<file path="src/hw/rtl/hed_pkg.sv">
// hed_pkg: shared constants, types and the entity name ROM for the HTML
// entity decoder. No dependencies.
`default_nettype none
package hed_pkg;
    localparam int MAX_SPAN_DEF = 12;
    localparam int ROM_SIZE     = 74;
    localparam int NAME_LEN     = 6;

    localparam logic [7:0] CH_AMP  = 8'h26;
    localparam logic [7:0] CH_SEMI = 8'h3B;
    localparam logic [7:0] CH_HASH = 8'h23;

    typedef struct packed {
        logic [47:0] nm;
        logic [2:0]  len;
        logic [7:0]  cp;
    } rom_entry_t;

    typedef struct packed {
        logic       load;
        logic       clr;
        logic       shift;
        logic [4:0] shift_amt;
    } dp_cmd_t;

    function automatic rom_entry_t mk(input string s, input logic [7:0] cp);
        rom_entry_t r;
        r.nm  = '0;
        r.len = 3'(s.len());
        r.cp  = cp;
        for (int i = 0; i < NAME_LEN; i++)
            if (i < s.len()) r.nm[i*8 +: 8] = s[i];
        return r;
    endfunction

    function automatic rom_entry_t name_rom(input logic [6:0] idx);
        rom_entry_t r;
        r = '0;
        case (idx)
            7'd0: r = mk("amp", 8'h26);     7'd1: r = mk("lt", 8'h3C);
            7'd2: r = mk("gt", 8'h3E);      7'd3: r = mk("quot", 8'h22);
            7'd4: r = mk("apos", 8'h27);    7'd5: r = mk("nbsp", 8'hA0);
            7'd6: r = mk("iexcl", 8'hA1);   7'd7: r = mk("cent", 8'hA2);
            7'd8: r = mk("pound", 8'hA3);   7'd9: r = mk("copy", 8'hA9);
            7'd10: r = mk("ordf", 8'hAA);   7'd11: r = mk("laquo", 8'hAB);
            7'd12: r = mk("reg", 8'hAE);    7'd13: r = mk("deg", 8'hB0);
            7'd14: r = mk("plusmn", 8'hB1); 7'd15: r = mk("sup2", 8'hB2);
            7'd16: r = mk("sup3", 8'hB3);   7'd17: r = mk("micro", 8'hB5);
            7'd18: r = mk("para", 8'hB6);   7'd19: r = mk("middot", 8'hB7);
            7'd20: r = mk("ordm", 8'hBA);   7'd21: r = mk("raquo", 8'hBB);
            7'd22: r = mk("frac14", 8'hBC); 7'd23: r = mk("frac12", 8'hBD);
            7'd24: r = mk("frac34", 8'hBE); 7'd25: r = mk("Agrave", 8'hC0);
            7'd26: r = mk("Aacute", 8'hC1); 7'd27: r = mk("Acirc", 8'hC2);
            7'd28: r = mk("Atilde", 8'hC3); 7'd29: r = mk("Auml", 8'hC4);
            7'd30: r = mk("Ccedil", 8'hC7); 7'd31: r = mk("Egrave", 8'hC8);
            7'd32: r = mk("Eacute", 8'hC9); 7'd33: r = mk("Ecirc", 8'hCA);
            7'd34: r = mk("Euml", 8'hCB);   7'd35: r = mk("Igrave", 8'hCC);
            7'd36: r = mk("Iacute", 8'hCD); 7'd37: r = mk("Icirc", 8'hCE);
            7'd38: r = mk("Iuml", 8'hCF);   7'd39: r = mk("Ograve", 8'hD2);
            7'd40: r = mk("Oacute", 8'hD3); 7'd41: r = mk("Ocirc", 8'hD4);
            7'd42: r = mk("Otilde", 8'hD5); 7'd43: r = mk("Ouml", 8'hD6);
            7'd44: r = mk("Ugrave", 8'hD9); 7'd45: r = mk("Uacute", 8'hDA);
            7'd46: r = mk("Ucirc", 8'hDB);  7'd47: r = mk("Uuml", 8'hDC);
            7'd48: r = mk("Yacute", 8'hDD); 7'd49: r = mk("agrave", 8'hE0);
            7'd50: r = mk("aacute", 8'hE1); 7'd51: r = mk("acirc", 8'hE2);
            7'd52: r = mk("atilde", 8'hE3); 7'd53: r = mk("auml", 8'hE4);
            7'd54: r = mk("ccedil", 8'hE7); 7'd55: r = mk("egrave", 8'hE8);
            7'd56: r = mk("eacute", 8'hE9); 7'd57: r = mk("ecirc", 8'hEA);
            7'd58: r = mk("euml", 8'hEB);   7'd59: r = mk("igrave", 8'hEC);
            7'd60: r = mk("iacute", 8'hED); 7'd61: r = mk("icirc", 8'hEE);
            7'd62: r = mk("iuml", 8'hEF);   7'd63: r = mk("ograve", 8'hF2);
            7'd64: r = mk("oacute", 8'hF3); 7'd65: r = mk("ocirc", 8'hF4);
            7'd66: r = mk("otilde", 8'hF5); 7'd67: r = mk("ouml", 8'hF6);
            7'd68: r = mk("ugrave", 8'hF9); 7'd69: r = mk("uacute", 8'hFA);
            7'd70: r = mk("ucirc", 8'hFB);  7'd71: r = mk("uuml", 8'hFC);
            7'd72: r = mk("yacute", 8'hFD); 7'd73: r = mk("yuml", 8'hFF);
            default: r = '0;
        endcase
        return r;
    endfunction
endpackage
`default_nettype wire

</file>
<file path="src/hw/rtl/hed_datapath.sv">
// hed_datapath: reference byte buffer (shift register) with append and
// left shift. Depends on hed_pkg.
`default_nettype none
module hed_datapath #(
    parameter int MAX_SPAN = hed_pkg::MAX_SPAN_DEF
) (
    input  wire logic                   aclk,
    input  wire hed_pkg::dp_cmd_t       cmd,
    input  wire logic [7:0]             wr_byte,
    input  wire logic [$clog2(MAX_SPAN+1)-1:0] fill,
    input  wire logic [$clog2(MAX_SPAN)-1:0]   rd_idx,
    output logic [7:0]                  rd_byte
);
    import hed_pkg::*;
    localparam int IW = $clog2(MAX_SPAN);
    logic [7:0] buf_reg [MAX_SPAN];
    logic [5:0] amt;

    assign amt     = {1'b0, cmd.shift_amt};
    assign rd_byte = buf_reg[rd_idx];

    always_ff @(posedge aclk) begin
        if (cmd.load) begin
            buf_reg[fill[IW-1:0]] <= wr_byte;
        end else if (cmd.shift) begin
            for (int i = 0; i < MAX_SPAN; i++)
                if (i + int'(amt) < MAX_SPAN) buf_reg[i] <= buf_reg[i + int'(amt)];
        end
    end
endmodule
`default_nettype wire

</file>
<file path="config.mk">
export PLATFORM = sky130hd
export DESIGN_NAME = hed_datapath
export DESIGN_NICKNAME = d
export VERILOG_FILES = /design/src/hw/rtl/hed_pkg.sv /design/src/hw/rtl/hed_datapath.sv
export SDC_FILE = /design/constraint.sdc
export NUM_CORES = 1
export LEC_CHECK = 0
export BUFFER_PORTS_ARGS = -buffer_cell sky130_fd_sc_hd__buf_2
export CAP_MARGIN = 20
export CORE_MARGIN = 5
export CORE_UTILIZATION = 60
export DETAILED_ROUTE_END_ITERATION = 16
export PLACE_DENSITY_LB_ADDON = 0.12
export SYNTH_ARGS = -nofsm -noshare
export SYNTH_HDL_FRONTEND = slang
export SYNTH_SLANG_ARGS = --single-unit
</file>
<file path="constraint.sdc">
create_clock -name aclk -period 11.85 [get_ports aclk]
set_clock_uncertainty 0.15 [all_clocks]
set_input_delay 2.37 -clock aclk [delete_from_list [all_inputs] [get_ports aclk]]
set_output_delay 2.37 -clock aclk [all_outputs]
set_load 0.005 [all_outputs]
</file>
-- Yosys cells after proc, flatten, opt, wreduce, memory -nomap -nowiden
Memories as Yosys holds them, arrays and structs flattened.
Cells that the tools add are included.
- $add $sub $neg: 11
- multiply operators: 0
- divide/modulo/power cells: 0
- magnitude comparators: 12
- equality and inequality tests: 0
- shifts and indexed selects: 0
- mux-type cells: 53
- bitwise operators: 0
- reduce and logical (&&, ||, !) cells: 1
- operators with widths (operator ; number):
    $lt A32 B5 Y1 const B ; 11
    $mux W1 ; 51
    $add A3 B5 Y6 const A ; 4
    $add A4 B5 Y6 const A ; 4
    $add A2 B5 Y6 const A ; 2
    $mux W8 ; 1
    $reduce_or A8 Y1 ; 1
    $add A1 B5 Y6 const A ; 1
    $lt A5 B4 Y1 const B ; 1
    $mux W4 ; 1
- register bits: 0
- latch bits: 0
- memory bits (writable): 96
- memory bits (read-only): 0
- word-level logic and storage cells: 78
- memories kept: 1
- memories (memory ; words ; width ; read ports ; clocked after memory_dff ; write ports ; RTL line ; RTL):
    buf_reg ; 12 ; 8 ; 13 ; 0 ; 12 ; hed_datapath.sv:16 ; logic [7:0] buf_reg [MAX_SPAN];

-- Logic depth before layout (Yosys ltp)
- depth after elaboration: 7
- depth in mapped cells: 14
- depth with buffers taken out: 7

-- Worst setup path after synthesis
Ideal clock, no wire load.
- kind: input to output
- from: input port rd_idx[1]
- to: output port rd_byte[0]
- arrival time: 4.081 ns
- required time: 9.330 ns
- setup slack: 5.249 ns
- stages: 4
- buffers on the path: 2
- cells stage by stage: buf_2 > buf_1 > mux4_2 > mux4_2
- cells in the longest elaborated chain, start to end: 1
- ends and longest elaborated chain (what ; RTL line ; RTL):
    start: declaration ; hed_datapath.sv:11 ; input wire logic [$clog2(MAX_SPAN)-1:0] rd_idx,
    $mem_v2 Z12 W8 ; - ;
    end: declaration ; hed_datapath.sv:12 ; output logic [7:0] rd_byte
Every way passes these cells.

-- Worst setup path after layout
- from: input port rd_idx[0]
- to: output port rd_byte[7]
Same word-level chain as after synthesis.

==> flow_summary.ini <==
[status]
outcome = completed

[floorplanning]
rows = 55
core_area_um2 = 22400
start_util_pct = 60.3
dieArea_um2 = 25600
io_pins = 33
die_x_um = 160
die_h_um = 160

[finish]
area_growth_pct = 6.81
nets = 1186
num-fill-cells = 1746
largest_reg_flops = 128
drive_above_1_share_pct = 30.4

[grt]
grt_pass1_wl_um = 71300
antenna_found_initial = 3
overflow = 0
grt_pass1_vias = 11203
grt_max_degree = 93
grt_use_total_pct = 37.5

[worst_setup_path]
crit_fanout = 32
path_class = input pin to primary output
arrival_ns = 4.35
setup.worst_path.end_class = primary output
required_ns = 9.33
start_kind = input pin

[sta]
whs_ns = 0.779
slew_headroom_pct = 20.2
period_share_pct = 57.9
finalSetupViolCount = 0
setup_tns_ns = 0
maxSlewViolCount = 0
tightest_slew_ns = 1.19
period_minus_slack_ns = 6.87
fmax_mhz = 146
rsz0062_at_grt = false
hold_violations = 0

[synth]
synth_seq_cells = 128
syn_area_um2 = 13500
async_flop_share_pct = 0
ys.flop_type = edfxtp_1
synth_warnings = 0
synth_edf_count = 128
seq_area_frac_synth_pct = 28.4
syn_nets = 1216
avgSynthCellArea_um2 = 11.5
synth_cells = 1180
synth_cell_type_count = 64

[placed_design]
hpwlAfterDp_um = 29500
routabilityCongestion = 0.944
io_buffers = 31

[detailed_routing]
wire_per_inst_um = 33.4
drc = 0
first_iter_violations = 1679
drtPass1Iterations = 6
vias = 11764
antenna_left = 0
wl_um = 48400
vias_per_cell = 8.11

[clock_network]
cts_buffer_depth = 2
hold_buffers = 0
cts_resized = 0
numClockSinks = 128
htree_levels = 4
post_cts_buffers = 0
clkTransAtPathRegs_ns = 0.07
cts_tree = built
cts-root-buf = clkbuf_16
clock_latency_ns = 0.44
cts_inserted_buffers = 17

[hold_path]
hold_path.class = flip-flop to flip-flop

[flow_run]
maxCapViolations = 0

[pwr]
power_leakage_uw = 0.00515
power.density_nw_per_um2 = 109
ir_drop_mv = 0.0986
worst max-delay path: stages:
cell	delay (ns)
buf_2	0.73
mux4_2	0.62
mux4_2	0.47
buf_2	0.14
layer usage:
layer	track usage (%)	part of all wire, %	wire length, µm	up-vias
li1	-	-	-	4789
met1	48.9	34	16300	5768
met2	54.1	43	20900	978
met3	11.5	15	7290	227
met4	25.0	8.0	3880	2
met5	0	0.014	7	-
where the power goes:
part	switching, µW	internal [µW]	total, µW
combinational	277	209	487
sequential	24.9	520	545
clock	216	327	543
metrics by stage:
| stage | instances | setup WS, ns | cell area [µm²] | total power (µW) | utilization [%] |
|---|---|---|---|---|---|
| after CTS | 1447 | 5.00 | 14400 | 1560 | 64.3 |
| final | 1450 | 4.98 | 14400 | 1570 | 64.4 |
| after global placement | 1414 | 4.96 | 13800 | 1020 | 61.7 |
| after floorplan | 1180 | 5.25 | 13500 | 895 | - |
| after global routing | 1448 | 4.94 | 14400 | 1620 | 64.4 |
| after detailed placement | 1415 | 5.00 | 13900 | 1020 | 61.8 |
final timing paths:
path / startpoint / to / slack [ns] / depth (start not counted)
worst max register to register: buf_reg[10][3] / buf_reg[4][3] / 9.57 / 3
worst min-delay path: buf_reg[6][6] / buf_reg[7][6] / 0.78 / 3
worst max-delay path: rd_idx[0] / rd_byte[7] / 4.98 / 4
worst min register to register: buf_reg[6][6] / buf_reg[7][6] / 0.78 / 3
cells in the mapped netlist (all sizes together), types with 8 or more instances:
cell	n	area (µm²)
o21ai	52	264
a22oi	22	165
a32o	8	80.1
a21oi	55	287
nand2	147	552
ha	11	138
mux2i	147	1470
o2111ai	18	164
nand4	23	144
o22a	25	219
clkbuf	36	135
a311oi	15	131
a211oi	10	75.1
o221ai	24	210
xnor2	11	104
mux4	153	3450
or4	8	60.1
nor2	50	188
o31ai	8	60.1
mux2	65	732
buf	86	475
edfxtp	128	3840
layout make-up:
cell class                 instances  area (µm²)  share of cell area, %
clock buffer                      19         433                   3.00
inverter                           7        26.3                  0.182
antenna                            2        5.00                 0.0346
sequential                       128        3840                   26.6
tap                              285         357                   2.47
timing repair buffer              73         489                   3.39
clock inverter                    13         145                   1.00
multi-input combinational        923        9150                   63.3
cells in the final DEF (no fill, tap or decap), drive strengths merged, types with 18 or more instances in the layout:
| master | instances |
|---|---|
| mux2i | 147 |
| mux4 | 153 |
| nand4 | 23 |
| a22oi | 22 |
| mux2 | 65 |
| edfxtp | 128 |
| buf | 72 |
| o221ai | 24 |
| clkbuf | 20 |
| o2111ai | 18 |
| nand2 | 147 |
| nor2 | 50 |
| o22a | 25 |
| a21oi | 55 |
| o21ai | 52 |
cell families after synthesis:
group	Yosys count	synth area share, %
AOI/OAI and AO/OA	268	14.2
xor gates and xnor gates	17	1.21
adders and majority gates	11	1.02
buffers and inverters	129	4.71
DFF	128	28.4
muxes	365	41.8
and+or+nand+nor	262	8.66
Power figures use the tool's default switching activity.
